`config.mk`:
```
export PLATFORM = sky130hd
export DESIGN_NAME = counter_semaphore_wait_table
export DESIGN_NICKNAME = d
export VERILOG_FILES = /design/src/hdl/cswt_pkg.sv /design/src/hdl/cswt_wait_ram.sv /design/src/hdl/counter_semaphore_wait_table.sv
export SDC_FILE = /design/constraint.sdc
export NUM_CORES = 1
export LEC_CHECK = 0
export ABC_AREA = 1
export BUFFER_PORTS_ARGS = -buffer_cell sky130_fd_sc_hd__clkbuf_2
export CAP_MARGIN = 10
export CORE_ASPECT_RATIO = 0.6
export CORE_MARGIN = 2
export CORE_UTILIZATION = 45
export CTS_CLUSTER_SIZE = 14
export DETAILED_ROUTE_END_ITERATION = 6
export GPL_TIMING_DRIVEN = 0
export RECOVER_POWER = 25
export SLEW_MARGIN = 40
export SYNTH_ARGS = -nofsm -noshare
export SYNTH_HDL_FRONTEND = slang
export SYNTH_SLANG_ARGS = --single-unit
```
`constraint.sdc`:
```
create_clock -name clk -period 5.7 [get_ports clk]
set_clock_uncertainty 0.05 [all_clocks]
set_input_delay 0.285 -clock clk [delete_from_list [all_inputs] [get_ports clk]]
set_output_delay 0.285 -clock clk [all_outputs]
set_load 0.01 [all_outputs]
```
`src/hdl/cswt_pkg.sv`:
```
`timescale 1ns / 1ps
// shared types and constants for the counter semaphore with waiter table
// no dependencies

package cswt_pkg;

	localparam int WAIT_SLOTS = 16;
	localparam int COUNT_BITS = 32;

	localparam int SLOT_W = (WAIT_SLOTS > 1) ? $clog2(WAIT_SLOTS) : 1;
	localparam int FILL_W = $clog2(WAIT_SLOTS + 1);

	// stream payload widths, rounded up to whole bytes
	localparam int IN_DATA_W  = ((3 + 32 + 8 + 7) / 8) * 8;
	localparam int OUT_DATA_W = ((8 + 32 + 2 + 7) / 8) * 8;

	typedef logic [COUNT_BITS-1:0] count_t;
	typedef logic [SLOT_W-1:0]     slot_t;
	typedef logic [FILL_W-1:0]     fill_t;
	typedef logic [7:0]            ident_t;

	// request codes
	localparam logic [2:0] MODE_ADD     = 3'd0;
	localparam logic [2:0] MODE_SET     = 3'd1;
	localparam logic [2:0] MODE_WAIT_EQ = 3'd2;
	localparam logic [2:0] MODE_TAKE    = 3'd3;
	localparam logic [2:0] MODE_READ    = 3'd4;
	localparam logic [2:0] MODE_CANCEL  = 3'd5;

	// response status codes
	localparam logic [1:0] STAT_DONE      = 2'd0;
	localparam logic [1:0] STAT_QUEUED    = 2'd1;
	localparam logic [1:0] STAT_FULL      = 2'd2;
	localparam logic [1:0] STAT_NOT_FOUND = 2'd3;

	// result kinds
	localparam logic KIND_WAKE = 1'b0;
	localparam logic KIND_RESP = 1'b1;

	// one waiter table entry
	typedef struct packed {
		logic   is_take;
		count_t amount;
		ident_t ident;
	} entry_t;

	typedef struct packed {
		logic   en;
		slot_t  addr;
		entry_t data;
	} ram_wr_t;

	typedef struct packed {
		logic  en;
		slot_t addr;
	} ram_rd_t;

endpackage

```
`src/hdl/cswt_wait_ram.sv`:
```
`timescale 1ns / 1ps
// waiter table storage: one write port, one read port, registered read data
// depends on cswt_pkg

module cswt_wait_ram (
	input  logic              clk,
	input  cswt_pkg::ram_wr_t wr,
	input  cswt_pkg::ram_rd_t rd,
	output cswt_pkg::entry_t  rd_data
);

	cswt_pkg::entry_t mem [cswt_pkg::WAIT_SLOTS];

	always_ff @(posedge clk) begin
		if (wr.en) begin
			mem[wr.addr] <= wr.data;
		end
	end

	always_ff @(posedge clk) begin
		if (rd.en) begin
			rd_data <= mem[rd.addr];
		end
	end

endmodule

```
`src/hdl/counter_semaphore_wait_table.sv`:
```
`timescale 1ns / 1ps
// top level: counting semaphore with an arrival-ordered waiter table
// depends on cswt_pkg and cswt_wait_ram
// sequence: read, queued and refused requests go through ST_FETCH and ST_LOAD to their response;
//   add, set, immediate take and cancel first run one pass over the table, then each wake notice
//   and finally the response go through ST_FETCH and ST_LOAD (an output stall holds ST_LOAD)
// throughput: one request at a time, the next taken only back in ST_IDLE after the response loads;
//   the single ram read port, one entry a cycle, sets the pass length
// reset: counter and fill count cleared at once; table contents need no clearing pass,
//   only the first fill entries are ever read

module counter_semaphore_wait_table (
	input  logic                             clk,
	input  logic                             arst_n,
	// request stream
	input  logic                             s_tvalid,
	output logic                             s_tready,
	input  logic [cswt_pkg::IN_DATA_W-1:0]   s_tdata,  // mode[2:0], amount[34:3], waiter_id[42:35]
	// result stream
	output logic                             m_tvalid,
	input  logic                             m_tready,
	output logic [cswt_pkg::OUT_DATA_W-1:0]  m_tdata,  // woken_id[7:0], counter_value[39:8],
	                                                   // status[41:40]
	output logic [0:0]                       m_tuser,  // kind[0]
	output logic                             m_tlast
);

	// one-hot sequencer states
	typedef enum logic [3:0] {
		ST_IDLE  = 4'b0001,  // waiting for a request
		ST_PASS  = 4'b0010,  // ordered walk over the table with compaction
		ST_FETCH = 4'b0100,  // wake buffer read in flight
		ST_LOAD  = 4'b1000   // hand a notice or the response to the output register
	} state_t;

	state_t            state_q;
	cswt_pkg::count_t  count_q;    // counter, also the running value during a pass
	cswt_pkg::fill_t   fill_q;     // number of valid entries, always a prefix
	logic [2:0]        mode_q;
	cswt_pkg::ident_t  id_q;
	logic [1:0]        status_q;
	cswt_pkg::fill_t   nwake_q;    // wakes collected in this pass
	cswt_pkg::fill_t   emit_q;     // wakes already sent
	cswt_pkg::fill_t   rd_ptr_q;   // next table entry to read
	cswt_pkg::fill_t   wr_ptr_q;   // next compacted position
	logic              val_s1;     // read data of the previous cycle is live
	logic              found_q;    // cancel already removed its entry

	// woken identifiers, held until the pass has the final counter value
	cswt_pkg::ident_t  wbuf [cswt_pkg::WAIT_SLOTS];
	cswt_pkg::ident_t  wbuf_rd_q;

	// output register
	logic              m_tvalid_q;
	logic              out_kind_q;
	cswt_pkg::ident_t  out_id_q;
	logic [31:0]       out_count_q;
	logic [1:0]        out_status_q;
	logic              out_last_q;

	// request fields
	logic [2:0]        in_mode;
	cswt_pkg::count_t  in_amt;
	cswt_pkg::ident_t  in_id;
	logic              accept;

	logic              need_queue;
	logic              table_full;
	logic              wake_s1;
	logic              out_free;
	logic              load_out;
	logic              more_wakes;

	cswt_pkg::ram_wr_t ram_wr;
	cswt_pkg::ram_rd_t ram_rd;
	cswt_pkg::entry_t  ram_rdata;

	assign in_mode = s_tdata[2:0];
	assign in_amt  = cswt_pkg::count_t'(s_tdata[34:3]);
	assign in_id   = s_tdata[42:35];

	assign s_tready = (state_q == ST_IDLE);
	assign accept   = s_tvalid && s_tready;

	// request that cannot finish now goes into the table, or is refused with STAT_FULL when it is full
	assign need_queue = ((in_mode == cswt_pkg::MODE_WAIT_EQ) && (count_q != in_amt))
	                 || ((in_mode == cswt_pkg::MODE_TAKE) && (count_q < in_amt));
	assign table_full = (fill_q == cswt_pkg::fill_t'(cswt_pkg::WAIT_SLOTS));

	assign out_free   = !m_tvalid_q || m_tready;
	assign load_out   = (state_q == ST_LOAD) && out_free;
	assign more_wakes = (emit_q < nwake_q);

	cswt_wait_ram u_ram (
		.clk     (clk),
		.wr      (ram_wr),
		.rd      (ram_rd),
		.rd_data (ram_rdata)
	);

	// table port control: enqueue on accept, read ahead and write back survivors in a pass
	always_comb begin
		ram_wr      = '0;
		ram_rd      = '0;
		wake_s1     = 1'b0;
		if (accept && need_queue && !table_full) begin
			ram_wr.en           = 1'b1;
			ram_wr.addr         = fill_q[cswt_pkg::SLOT_W-1:0];
			ram_wr.data.is_take = (in_mode == cswt_pkg::MODE_TAKE);
			ram_wr.data.amount  = in_amt;
			ram_wr.data.ident   = in_id;
		end
		if (state_q == ST_PASS) begin
			ram_rd.en   = (rd_ptr_q < fill_q);
			ram_rd.addr = rd_ptr_q[cswt_pkg::SLOT_W-1:0];
			if (val_s1) begin
				if (mode_q == cswt_pkg::MODE_CANCEL) begin
					wake_s1 = !found_q && (ram_rdata.ident == id_q);
				end else if (ram_rdata.is_take) begin
					wake_s1 = (count_q >= ram_rdata.amount);
				end else begin
					wake_s1 = (count_q == ram_rdata.amount);
				end
				// entries that stay slide down over the removed ones
				ram_wr.en   = !wake_s1;
				ram_wr.addr = wr_ptr_q[cswt_pkg::SLOT_W-1:0];
				ram_wr.data = ram_rdata;
			end
		end
	end

	// sequencer and counter
	always_ff @(posedge clk or negedge arst_n) begin
		if (!arst_n) begin
			state_q    <= ST_IDLE;
			count_q    <= '0;
			fill_q     <= '0;
			mode_q     <= cswt_pkg::MODE_READ;
			id_q       <= '0;
			status_q   <= cswt_pkg::STAT_DONE;
			nwake_q    <= '0;
			emit_q     <= '0;
			rd_ptr_q   <= '0;
			wr_ptr_q   <= '0;
			val_s1     <= 1'b0;
			found_q    <= 1'b0;
			m_tvalid_q <= 1'b0;
		end else begin
			// a transaction leaving the output register frees it unless a new one loads
			if (m_tvalid_q && m_tready && !load_out) begin
				m_tvalid_q <= 1'b0;
			end
			unique case (state_q)
				ST_IDLE: begin
					if (accept) begin
						mode_q   <= in_mode;
						id_q     <= in_id;
						nwake_q  <= '0;
						emit_q   <= '0;
						rd_ptr_q <= '0;
						wr_ptr_q <= '0;
						val_s1   <= 1'b0;
						found_q  <= 1'b0;
						if (need_queue) begin
							state_q <= ST_FETCH;
							if (table_full) begin
								status_q <= cswt_pkg::STAT_FULL;
							end else begin
								status_q <= cswt_pkg::STAT_QUEUED;
								fill_q   <= fill_q + 1'b1;
							end
						end else begin
							unique case (in_mode)
								cswt_pkg::MODE_ADD: begin
									count_q  <= count_q + in_amt;
									status_q <= cswt_pkg::STAT_DONE;
									state_q  <= ST_PASS;
								end
								cswt_pkg::MODE_SET: begin
									count_q  <= in_amt;
									status_q <= cswt_pkg::STAT_DONE;
									state_q  <= ST_PASS;
								end
								cswt_pkg::MODE_TAKE: begin
									count_q  <= count_q - in_amt;
									status_q <= cswt_pkg::STAT_DONE;
									state_q  <= ST_PASS;
								end
								cswt_pkg::MODE_CANCEL: begin
									status_q <= cswt_pkg::STAT_NOT_FOUND;
									state_q  <= ST_PASS;
								end
								// matching equality wait, read and the unused codes
								default: begin
									status_q <= cswt_pkg::STAT_DONE;
									state_q  <= ST_FETCH;
								end
							endcase
						end
					end
				end
				ST_PASS: begin
					rd_ptr_q <= rd_ptr_q + cswt_pkg::fill_t'(ram_rd.en);
					val_s1   <= ram_rd.en;
					if (val_s1) begin
						if (wake_s1) begin
							if (mode_q == cswt_pkg::MODE_CANCEL) begin
								found_q  <= 1'b1;
								status_q <= cswt_pkg::STAT_DONE;
							end else begin
								if (ram_rdata.is_take) begin
									count_q <= count_q - ram_rdata.amount;
								end
								nwake_q <= nwake_q + 1'b1;
							end
						end else begin
							wr_ptr_q <= wr_ptr_q + 1'b1;
						end
					end
					// last entry evaluated and nothing more to read
					if (!val_s1 && !ram_rd.en) begin
						fill_q  <= wr_ptr_q;
						state_q <= ST_FETCH;
					end
				end
				ST_FETCH: begin
					state_q <= ST_LOAD;
				end
				ST_LOAD: begin
					if (out_free) begin
						m_tvalid_q <= 1'b1;
						if (more_wakes) begin
							emit_q  <= emit_q + 1'b1;
							state_q <= ST_FETCH;
						end else begin
							state_q <= ST_IDLE;
						end
					end
				end
				default: begin
					state_q <= ST_IDLE;
				end
			endcase
		end
	end

	// wake buffer, written during the pass and read back in order
	always_ff @(posedge clk) begin
		if ((state_q == ST_PASS) && val_s1 && wake_s1 && (mode_q != cswt_pkg::MODE_CANCEL)) begin
			wbuf[nwake_q[cswt_pkg::SLOT_W-1:0]] <= ram_rdata.ident;
		end
	end

	always_ff @(posedge clk) begin
		if ((state_q == ST_FETCH) && more_wakes) begin
			wbuf_rd_q <= wbuf[emit_q[cswt_pkg::SLOT_W-1:0]];
		end
	end

	// output payload; the counter is final once the pass is over
	always_ff @(posedge clk) begin
		if (load_out) begin
			out_count_q <= 32'(count_q);
			if (more_wakes) begin
				out_kind_q   <= cswt_pkg::KIND_WAKE;
				out_id_q     <= wbuf_rd_q;
				out_status_q <= cswt_pkg::STAT_DONE;
				out_last_q   <= 1'b0;
			end else begin
				out_kind_q   <= cswt_pkg::KIND_RESP;
				out_id_q     <= id_q;
				out_status_q <= status_q;
				out_last_q   <= 1'b1;
			end
		end
	end

	assign m_tvalid = m_tvalid_q;
	assign m_tdata  = {6'b0, out_status_q, out_count_q, out_id_q};
	assign m_tuser  = out_kind_q;
	assign m_tlast  = out_last_q;

	// the table never holds more entries than it has slots
	a_fill_bound: assert property (@(posedge clk) disable iff (!arst_n)
		fill_q <= cswt_pkg::fill_t'(cswt_pkg::WAIT_SLOTS))
		else $error("waiter fill count beyond table size");

	// compaction writes stay behind the entry being evaluated
	a_compact_order: assert property (@(posedge clk) disable iff (!arst_n)
		(state_q == ST_PASS) && val_s1 |-> wr_ptr_q < rd_ptr_q)
		else $error("write back overtook table reads");

	// a request transaction blocks the next until its response is queued
	a_one_request: assert property (@(posedge clk) disable iff (!arst_n)
		accept |=> !s_tready)
		else $error("second request taken while busy");

	// notices never run past the wakes collected
	a_emit_bound: assert property (@(posedge clk) disable iff (!arst_n)
		(state_q == ST_LOAD) || (state_q == ST_FETCH) |-> emit_q <= nwake_q)
		else $error("wake notice index past collected wakes");

endmodule
```
* Word level (Yosys, flattened, before mapping)
Memory sizes are Yosys's and may differ from the RTL's. A register that Yosys moved wholly into a read port is not among the register bits.
Cells that the tools add are included.
** Storage, ports and cells
- Register bits :: 120
- Latch bits :: 0
- Memories kept :: 2
- Memory bits (read-only) :: 0
- Bits in writable memories :: 784
- Output and inout bits :: 52
- Logic and storage cells :: 160
- Bits of input ports :: 52
** Memory list
- u_ram.mem :: words 16, width 41, rd ports 1, clocked after memory_dff 1, wr ports 1, RTL line cswt_wait_ram.sv:12 : cswt_pkg::entry_t mem [cswt_pkg::WAIT_SLOTS];
- wbuf :: words 16, width 8, rd ports 1, clocked after memory_dff 1, wr ports 1, RTL line counter_semaphore_wait_table.sv:50 : cswt_pkg::ident_t wbuf [cswt_pkg::WAIT_SLOTS];
** Cells by class
- Bitwise gates (word level) :: 0
- Add/sub/neg operators :: 8
- Multiply operators :: 0
- Shift-type cells :: 0
- Muxes and demuxes :: 65
- Eq/ne operators :: 28
- Div/mod/pow operators :: 0
- Reductions and logical operators :: 36
- Order comparisons :: 4
** Operators with widths (count)
- 32-bit 2-to-1 mux :: 6
- 46-bit 2-to-1 mux :: 3
- 32-bit case mux with 3 select lines :: 1
- 5-bit 2-to-1 mux :: 13
- 32-bit case mux with 2 select lines :: 1
- 32-bit subtractor :: 2
- 5-bit case mux with 2 select lines :: 5
- 32-bit adder :: 1
- 32-bit == test :: 1
- 32-bit greater-or-equal comparator :: 1
- 32-bit < comparator :: 1
- 32-bit inequality test :: 1
- 5-bit by 1-bit adder with 5-bit output (second input constant) :: 4
- 2-bit inequality test (second input constant) :: 10
- 1-bit 2-to-1 mux :: 18
- 4-bit case mux with 4 select lines :: 1
- 5-bit AND reduction :: 3
- 1-bit logical AND :: 14
- 2-bit 2-to-1 mux :: 7
- 4-bit 2-to-1 mux :: 3
- 5-bit < comparator :: 2
- 3-bit 2-to-1 mux :: 3
- 8-bit == test :: 1
- 8-bit 2-to-1 mux :: 1
- 23 further kinds :: 38

* Depth between registers and ports, before layout
Gate-level depths: netlist of the first run.
- Depth in word-level cells :: 11
- Gate-level depth with buffers :: 20
- Mapped depth without buffers :: 20

* Modules after synthesis
Synthesis of the first run repeated with hierarchy kept, for this count alone.
** Unflattened totals
- Cells, all modules :: 5330
- Area total of the unflattened synthesis :: 48346.4 um^2
** Modules (own cells, without submodules)
- cswt_wait_ram :: area an instance 29510.8 um^2, cells an instance 2708, instances 1
- counter_semaphore_wait_table :: area an instance 18835.6 um^2, cells an instance 2622, instances 1

* Least setup slack after synthesis of the first run
OpenSTA, ideal clock, no wires.
- Path type :: register to register
- Start :: register count_q[0]
- End :: memory u_ram.mem[12][0] (netlist name), enable pin
- Period minus slack after synthesis :: 4.389 ns
- Stages on the path, launching flop included :: 20
- Setup slack :: 1.311 ns
- Required time :: 5.211 ns
- Arrival :: 3.900 ns
- Cells stage by stage :: dfrtp_1 > inv_1 > ha_1 > inv_1 > fa_1 > nand2_1 > nand3_1 > nand3_1 > nand2_2 > nand2_2 > nand2_2 > nand2_2 > nand2_2 > nand2_4 > nand3_4 > inv_2 > nand2_1 > nand2_1 > nand3_1 > nor2_1
** Between the ends
- Word-level cells in the longest chain between the ends :: 10
** Ends and longest elaborated chain
- start, declared :: RTL line counter_semaphore_wait_table.sv:37 : cswt_pkg::count_t count_q;
- start signal, assigned :: RTL line counter_semaphore_wait_table.sv:175 : count_q <= count_q + in_amt;
- start signal, assigned :: RTL line counter_semaphore_wait_table.sv:180 : count_q <= in_amt;
- start signal, assigned :: RTL line counter_semaphore_wait_table.sv:185 : count_q <= count_q - in_amt;
- 32-bit greater-or-equal comparator, or another cell as far along :: RTL line counter_semaphore_wait_table.sv:120 : wake_s1 = (count_q >= ram_rdata.amount);
- 1-bit 2-to-1 mux, or another cell as far along :: RTL line counter_semaphore_wait_table.sv:119 : end else if (ram_rdata.is_take) begin
- 1-bit 2-to-1 mux or 1-bit logical OR (tied branches) :: RTL line counter_semaphore_wait_table.sv:117, counter_semaphore_wait_table.sv:87
- 1-bit 2-to-1 mux or 1-bit logical AND (tied branches) :: RTL line counter_semaphore_wait_table.sv:116, counter_semaphore_wait_table.sv:106
- 1-bit 2-to-1 mux or 1-bit logical AND (tied branches) :: RTL line counter_semaphore_wait_table.sv:113, counter_semaphore_wait_table.sv:106
- 1-bit zero test or 46-bit 2-to-1 mux (tied branches) :: RTL line counter_semaphore_wait_table.sv:125, counter_semaphore_wait_table.sv:106
- 46-bit 2-to-1 mux :: RTL line counter_semaphore_wait_table.sv:116 : if (val_s1) begin
- 46-bit 2-to-1 mux * :: RTL line counter_semaphore_wait_table.sv:113 : if (state_q == ST_PASS) begin
- 1-bit 2-to-1 mux :: RTL line cswt_wait_ram.sv:15 : if (wr.en) begin
- 1-bit 2-to-1 mux (not written as such) :: RTL line cswt_wait_ram.sv:16 : mem[wr.addr] <= wr.data;
- end, declared :: RTL line cswt_wait_ram.sv:12
Every way passes the cells marked *; elsewhere a longest branch is shown, timed or not. The select of a mux whose other input is x is not followed.

* Worst setup path in the final report of the first run
- Start :: input s_tdata[34] (netlist name)
- End :: memory u_ram.mem[8][38] (netlist name), enable pin
** Between the ends
- Word-level cells in the longest chain between the ends :: 10
** Ends and longest elaborated chain
- start, declared :: RTL line counter_semaphore_wait_table.sv:18 : input logic [cswt_pkg::IN_DATA_W-1:0] s_tdata,
- 32-bit < comparator or 32-bit inequality test (tied branches) :: RTL line counter_semaphore_wait_table.sv:87, counter_semaphore_wait_table.sv:86
- 1-bit logical AND, on equally long branches :: RTL line counter_semaphore_wait_table.sv:87, counter_semaphore_wait_table.sv:86
- 1-bit logical OR * :: RTL line counter_semaphore_wait_table.sv:87 : || ((in_mode == cswt_pkg::MODE_TAKE) && (count_q < in_amt));
- 1-bit logical AND * (2 in a row) :: RTL line counter_semaphore_wait_table.sv:106 : if (accept && need_queue && !table_full) begin
- 46-bit 2-to-1 mux * :: RTL line counter_semaphore_wait_table.sv:106
- 46-bit 2-to-1 mux :: RTL line counter_semaphore_wait_table.sv:116
- 46-bit 2-to-1 mux * :: RTL line counter_semaphore_wait_table.sv:113
- 1-bit 2-to-1 mux :: RTL line cswt_wait_ram.sv:15
- 1-bit 2-to-1 mux (not written as such) :: RTL line cswt_wait_ram.sv:16
Every way passes the cells marked *; elsewhere a longest branch is shown, timed or not.

==> out/qor.yml, run 1 <==
outcome:
  status: "finished, violations left"
  violations: "max-capacitance violations, max-slew violations"
placement:
  pre_cts_ws_ns: 0.993
  gp_congestion: 0.979
  port_buffers: 92
  dp.final_hpwl_um: 122000
detailed_routing:
  drt_first_pass_iters: 6
  drc: 0
  drtAntennaViolNets: 0
  vias_per_cell: 5.69
  vias: 35100
  drt_wl_total_um: 159000
  routedWlPerCell_um: 25.8
  drt_iter0_drc: 5232
clock_network:
  cts_setup_buffers: 0
  clock_sinks: 953
  cts_root_buffer: "clkbuf_16"
  cts_tree: "yes"
  htree_levels: 3
  cts.path.max_buffers: 3
  clock_latency_ns: 0.72
  cts_hold_buf: 23
  cts_resized: 0
  cts_inserted_buffers: 92
  path_clk_slew_ns: 0.07
global_route:
  first_global_vias: 30900
  grt_usage_pct: 29.9
  grt_pass1_wl_um: 225000
  gr-total-overflow: 0
  grt_antenna_before_repair: 2
  grt_max_degree: 46
pwr:
  p_leak_nw: 20.2
  p_sw_share_pct: 36.6
  power_density_nw_per_um2: 388
  power.total_mw: 20.7
  p_int_mw: 13.1
  switching_power_mw: 7.56
  p_seq_share_pct: 40.6
  clkPwrFrac_pct: 30.2
  power_frac_comb_pct: 29.3
  peakVddDrop_uv: 240
die:
  io_pins: 104
  start_util_pct: 45.3
  die_area_um2: 106000
  core_um2: 103000
  rows: 91
  die_y_um: 253
  die_w_um: 419
sta:
  hold_viol: 0
  final.setup.tns_ns: 0
  fin_crit_ns: 5.41
  rsz0062_at_grt: "no"
  fin_ws_ns: 0.294
  fin_crit_sh_pct: 94.8
  max_freq_mhz: 185
  max_slew_margin_pct: -74.4
  holdWs_ns: 0.0485
  maxSlewViolCount: 63
  worstMarginPinSlew_ns: 2.62
  setup_viol: 0
worst_setup_path:
  critical_path_class: "primary input to register"
  critPathArrivalTime_ns: 5.75
  start_kind: "primary input"
  crit_fanout: 16
  rr_startpoint: "count_q[19]$_DFFE_PN0P_"
  end_kind: "register"
  cp-startpoint: "s_tdata[34]"
  ff2ff_path_depth: 19
  cp_data_required_time_ns: 6.04
finish:
  utilization_pct: 51.9
  final_layout_size_suffix_gt1_share_pct: 10.9
  fin_nets: 4863
  multiInputGateArea_um2: 15600
  area_growth_pct: 14.6
  seq_area_um2: 28200
  fillers: 9111
logic_synthesis:
  synth_area_um2: 46400
  syn_inst: 4421
  synth_seq_area_share_pct: 60.8
  synth_edf_count: 876
  syn_area_per_cell_um2: 10.5
  synthArstFlopShare_pct: 8.08
  ys.flop_type: "edfxtp_1"
  yosysWarnings: 0
  ys_ff_latch: 953
  synth_cell_type_count: 59
flow_run:
  max_cap_viol_count: 2
hold_path:
  hold_path_class: "primary input to register"
  hold_path_depth: 7
  min_from: "s_tdata[14]"
[power by group through the flow]
stage / logic (mW) / registers (mW) / clock network (mW)
finish: 6.05 / 8.38 / 6.23
global route: 6.56 / 8.40 / 6.55
CTS: 5.78 / 8.38 / 6.28
detailed placement: 5.74 / 8.53 / 0
global placement: 5.61 / 8.54 / 0
floorplan: 3.75 / 8.38 / 0
[per-layer routing]
metal / part of all wire [%] / vias up / GRT usage, % / routed length (um)
met3: 16 / 145 / 13.5 / 24700
met1: 49 / 17000 / 49.5 / 77600
met5: 0.19 / - / 2.06 / 308
met4: 1.5 / 6 / 5.34 / 2340
met2: 34 / 1966 / 33.6 / 54300
li1: - / 15900 / - / -
[area by class of cell]
type	count	share of cell area, %
well taps	1395	3.28
multi-input cells	2727	29.3
repair buffers	175	3.09
flip-flops and latches	953	53.0
clock inverters	57	1.10
inverters	543	3.83
plain buffers	203	1.86
diodes	1	0.00470
clock buffers	113	4.53
[stage by stage]
step / cells / area, um2
2_1_floorplan: 4426 / 46500
4_1_cts: 6165 / 53400
3_5_place_dp: 5972 / 50200
6_report: 6167 / 53200
3_3_place_gp: 5913 / 48700
5_1_grt: 6166 / 53200
[final timing paths]
| path | end | slack, ns |
|---|---|---|
| setup / recovery | u_ram.mem[8][38]$_DFFE_PP_ | 0.29 |
| hold / removal | count_q[11]$_DFFE_PN0P_ | 0.05 |
| setup reg to reg | u_ram.mem[8][38]$_DFFE_PP_ | 0.31 |
| hold reg to reg | status_q[0]$_DFFE_PN0P_ | 0.44 |
| max in group asynchronous | emit_q[3]$_DFFE_PN0P_ | 1.36 |
| min in group asynchronous | count_q[25]$_DFFE_PN0P_ | 1.07 |
[Yosys cell counts, types with 21 or more instances]
| cell type | instances | share of area, % |
|---|---|---|
| edfxtp_1 | 876 | 57 |
| buf_2 | 75 | 0.81 |
| dfrtp_1 | 75 | 4.0 |
| a21oi_1 | 111 | 1.2 |
| nand3_1 | 180 | 1.9 |
| nand2_2 | 24 | 0.32 |
| nand2_1 | 920 | 7.4 |
| xor2_1 | 21 | 0.40 |
| nor2_1 | 346 | 2.8 |
| a211oi_1 | 41 | 0.66 |
| o21ai_1 | 212 | 2.3 |
| nor3_1 | 24 | 0.26 |
| mux2_2 | 41 | 0.99 |
| buf_1 | 23 | 0.19 |
| o32ai_1 | 22 | 0.41 |
| ha_1 | 113 | 3.0 |
| mux2i_1 | 180 | 3.9 |
| o21ai_0 | 146 | 1.6 |
| o211ai_1 | 138 | 2.2 |
| clkbuf_1 | 80 | 0.65 |
| o22ai_1 | 76 | 1.0 |
| inv_1 | 522 | 4.2 |
| nand4_1 | 27 | 0.36 |
[flip-flops by register name, summed over array words and instances (netlist names), 3 cells and up]
signal and count:
u_ram.mem 656, wbuf 128, u_ram.rd_data 41, count_q 32, out_count_q 32, id_q 8, out_id_q 8, wbuf_rd_q 8
emit_q 5, fill_q 5, nwake_q 5, rd_ptr_q 5, wr_ptr_q 5, state_q 4, mode_q 3
[worst max-delay path: stages]
cell and delay, ns:
dlygate4sd3_1 0.58, clkbuf_2 0.14, inv_1 0.27, ha_1 0.35, a21oi_1 0.18, nand2_1 0.07, nor2_1 0.20, nand2_1 0.15
a21oi_1 0.68, nand2_1 0.37, nand2_1 0.41, nand3_4 0.30, inv_2 0.16, nand2_1 0.06, nand2_1 0.15, nand2_1 0.28
nor2_4 0.55, buf_8 0.27, buf_8 0.21
[cell usage in the layout (no fill, tap or decap), types with 28 or more instances in the layout]
master	netlist	routed
nor2_1	346	327
o22ai_1	76	44
edfxtp_1	876	876
o22ai_2	0	28
buf_2	75	73
clkbuf_1	80	142
clkbuf_16	0	93
o211ai_1	138	138
mux2i_1	180	180
mux2_2	41	41
nand2_1	920	924
dfrtp_1	75	75
a21oi_1	111	111
nand3_1	180	182
a211oi_1	41	41
ha_1	113	113
inv_1	522	522
o21ai_1	212	177
o21ai_0	146	177
clkbuf_2	0	65
[cell families (layout without fill, tap and decap cells)]
family	Yosys count	in the layout	share of synthesized area (%)
flops	953	953	60.8
buf+inv	746	1091	6.48
xor+xnor	26	26	0.490
simple gates	1559	1559	13.8
other cells	1	7	0.00807
compound gates	799	799	10.4
mux	221	221	4.87
fa+ha+maj	116	116	3.17
No activity file was read; power rests on OpenSTA's default activity.
==> run 2: changes to the inputs <==
clock period = 6.65 ns   (was 5.7 ns; I/O delays follow)
==> out/qor.yml, run 2 (synthesis gave the netlist of run 1 again) <==
outcome:
  status: "finished, violations left"
  violations: "max-capacitance violations, max-slew violations"
worst_setup_path:
  cp_num_buf_inv: 5
  max_stage_delay_ns: 0.61
  start_kind: "register"
  path_depth: 19
  critical_path_class: "register to register"
  cpMaxStageDelayCell: "nand3_1"
  path_common_cell: "nand2_1"
  rrSetupSlack_ns: 0.99
  ff2ff_path_depth: 19
  crit_family: "simple AND/OR/NAND/NOR gates"
  critPathArrivalTime_ns: 6.00
  end_kind: "register"
  path_cells: "ha_1, buf_4, nand2_1, inv_1, nand2_1, nand2_1, nand2_1, nand2_1, a21oi_1, nand2_1, nand2_1, nand3_1, inv_2, nand2_1, nand2_1, nand2_1, nor2_4, buf_8, buf_8"
  cp_data_required_time_ns: 7.00
  crit_fanout: 16
die:
  die_w_um: 419
  io_pins: 104
  rows: 91
  core_um2: 103000
  die_area_um2: 106000
  start_util_pct: 45.3
  die_y_um: 253
clock_network:
  path_clk_slew_ns: 0.07
  clock_latency_ns: 0.72
  cts_tree: "yes"
  cts_inserted_buffers: 92
  htree_levels: 3
  cts_setup_buffers: 0
  cts.path.max_buffers: 3
  clock_sinks: 953
  cts_root_buffer: "clkbuf_16"
placement:
  port_buffers: 92
  gp_congestion: 0.979
  place_area_um2: 50200
  dp.final_hpwl_um: 122000
  placed_cells: 5972
finish:
  final_layout_size_suffix_gt1_share_pct: 10.9
  layout_commonest_cell: "nand2_1"
  layout.cells.non_filler: 6159
  largest_register_ffs: 656
  area_growth_pct: 14.4
  regMostFlops: "u_ram.mem"
  fin_area_um2: 53100
  final_cell_mix: "nand2_1, edfxtp_1, inv_1"
  fin_nets: 4853
flow_run:
  max_cap_viol_count: 3
sta:
  rsz0062_at_grt: "no"
  setup_viol: 0
  maxSlewViolCount: 110
  worstMarginPinSlew_ns: 2.59
  max_freq_mhz: 177
  fin_crit_sh_pct: 85.1
  hold_viol: 0
  holdWs_ns: 0.0430
  max_slew_margin_pct: -72.9
  fin_crit_ns: 5.66
global_route:
  grt_usage_pct: 29.8
  grt_max_degree: 46
  grt_antenna_before_repair: 2
  gr-total-overflow: 0
  grt_pass1_wl_um: 225000
  first_global_vias: 30900
pwr:
  power_density_nw_per_um2: 333
  p_leak_nw: 20.1
  peakVddDrop_uv: 203
hold_path:
  hold_path_class: "primary input to register"
  hold_path_depth: 7
detailed_routing:
  drc: 0
  vias: 35100
  routedWlPerCell_um: 25.8
  drt_wl_total_um: 159000
  drt_first_pass_iters: 6
  vias_per_cell: 5.69
  drt_iter0_drc: 5173
  drtAntennaViolNets: 0
[run 2: changes by cell type in the layout (fill, tap and decap cells not counted), sizes merged]
| cell | change |
|---|---|
| clkbuf | -1 |
| dlygate4sd3 | -9 |
| diode | +2 |
[run 2: per-layer routing]
layer | vias to the layer above | routed length (um) | track usage (%)
met5 | - | 302 | 2.06
met4 | 6 | 2400 | 5.29
met3 | 155 | 24400 | 13.3
met2 | 1989 | 54300 | 33.6
met1 | 17000 | 77800 | 49.5
li1 | 15900 | - | -
[run 2: path summary, 6_finish.rpt]
check | start | endpoint
max | count_q[18]$_DFFE_PN0P_ | u_ram.mem[8][38]$_DFFE_PP_
max in group asynchronous | arst_n | emit_q[4]$_DFFE_PN0P_
min in group asynchronous | arst_n | count_q[7]$_DFFE_PN0P_
max reg2reg | count_q[18]$_DFFE_PN0P_ | u_ram.mem[8][38]$_DFFE_PP_
min | s_tdata[19] | count_q[16]$_DFFE_PN0P_
min reg2reg | status_q[0]$_DFFE_PN0P_ | status_q[0]$_DFFE_PN0P_
[run 2: worst reg2reg max path: cells and delay by family, from the launching register on]
kind,cells,cell delay (ns)
AO/OA/AOI/OAI,1,0.55
AND/OR/NAND/NOR,12,2.98
buffers and inverters,5,0.98
flip-flops,1,0.47
adder cells (fa/ha/maj),1,0.31
[run 2: cell type report]
cell class	count	area [um2]
clock inverter	57	588
clock buffer	113	2410
sequential	953	28200
inverter	543	2040
timing repair buffer	165	1550
buffer	203	992
fill	9117	49500
antenna	3	7.51
tap	1395	1750
multi-input combinational	2727	15600
[run 2: what timing repair did]
item,in CTS,in global routing
hold buffers,13,0
gates resized for setup,0,0
endpoints found under the hold margin,89,0
[run 2: power by group]
group	internal, mW	leakage [nW]	switching [mW]	total, mW
combinational	1.41	9.80	3.76	5.17
clock	2.93	1.46	2.41	5.34
sequential	6.88	8.86	0.303	7.18
[run 2: metrics by stage]
stage	setup slack, ns	utilization (%)	total power [mW]	setup TNS (ns)
3_5_place_dp	1.90	48.9	12.2	0
5_1_grt	0.867	51.8	18.4	0
3_3_place_gp	-1.03	47.4	12.1	-453.96
6_report	0.991	51.8	17.7	0
2_1_floorplan	2.26	-	10.4	0
4_1_cts	1.98	52.0	17.5	0
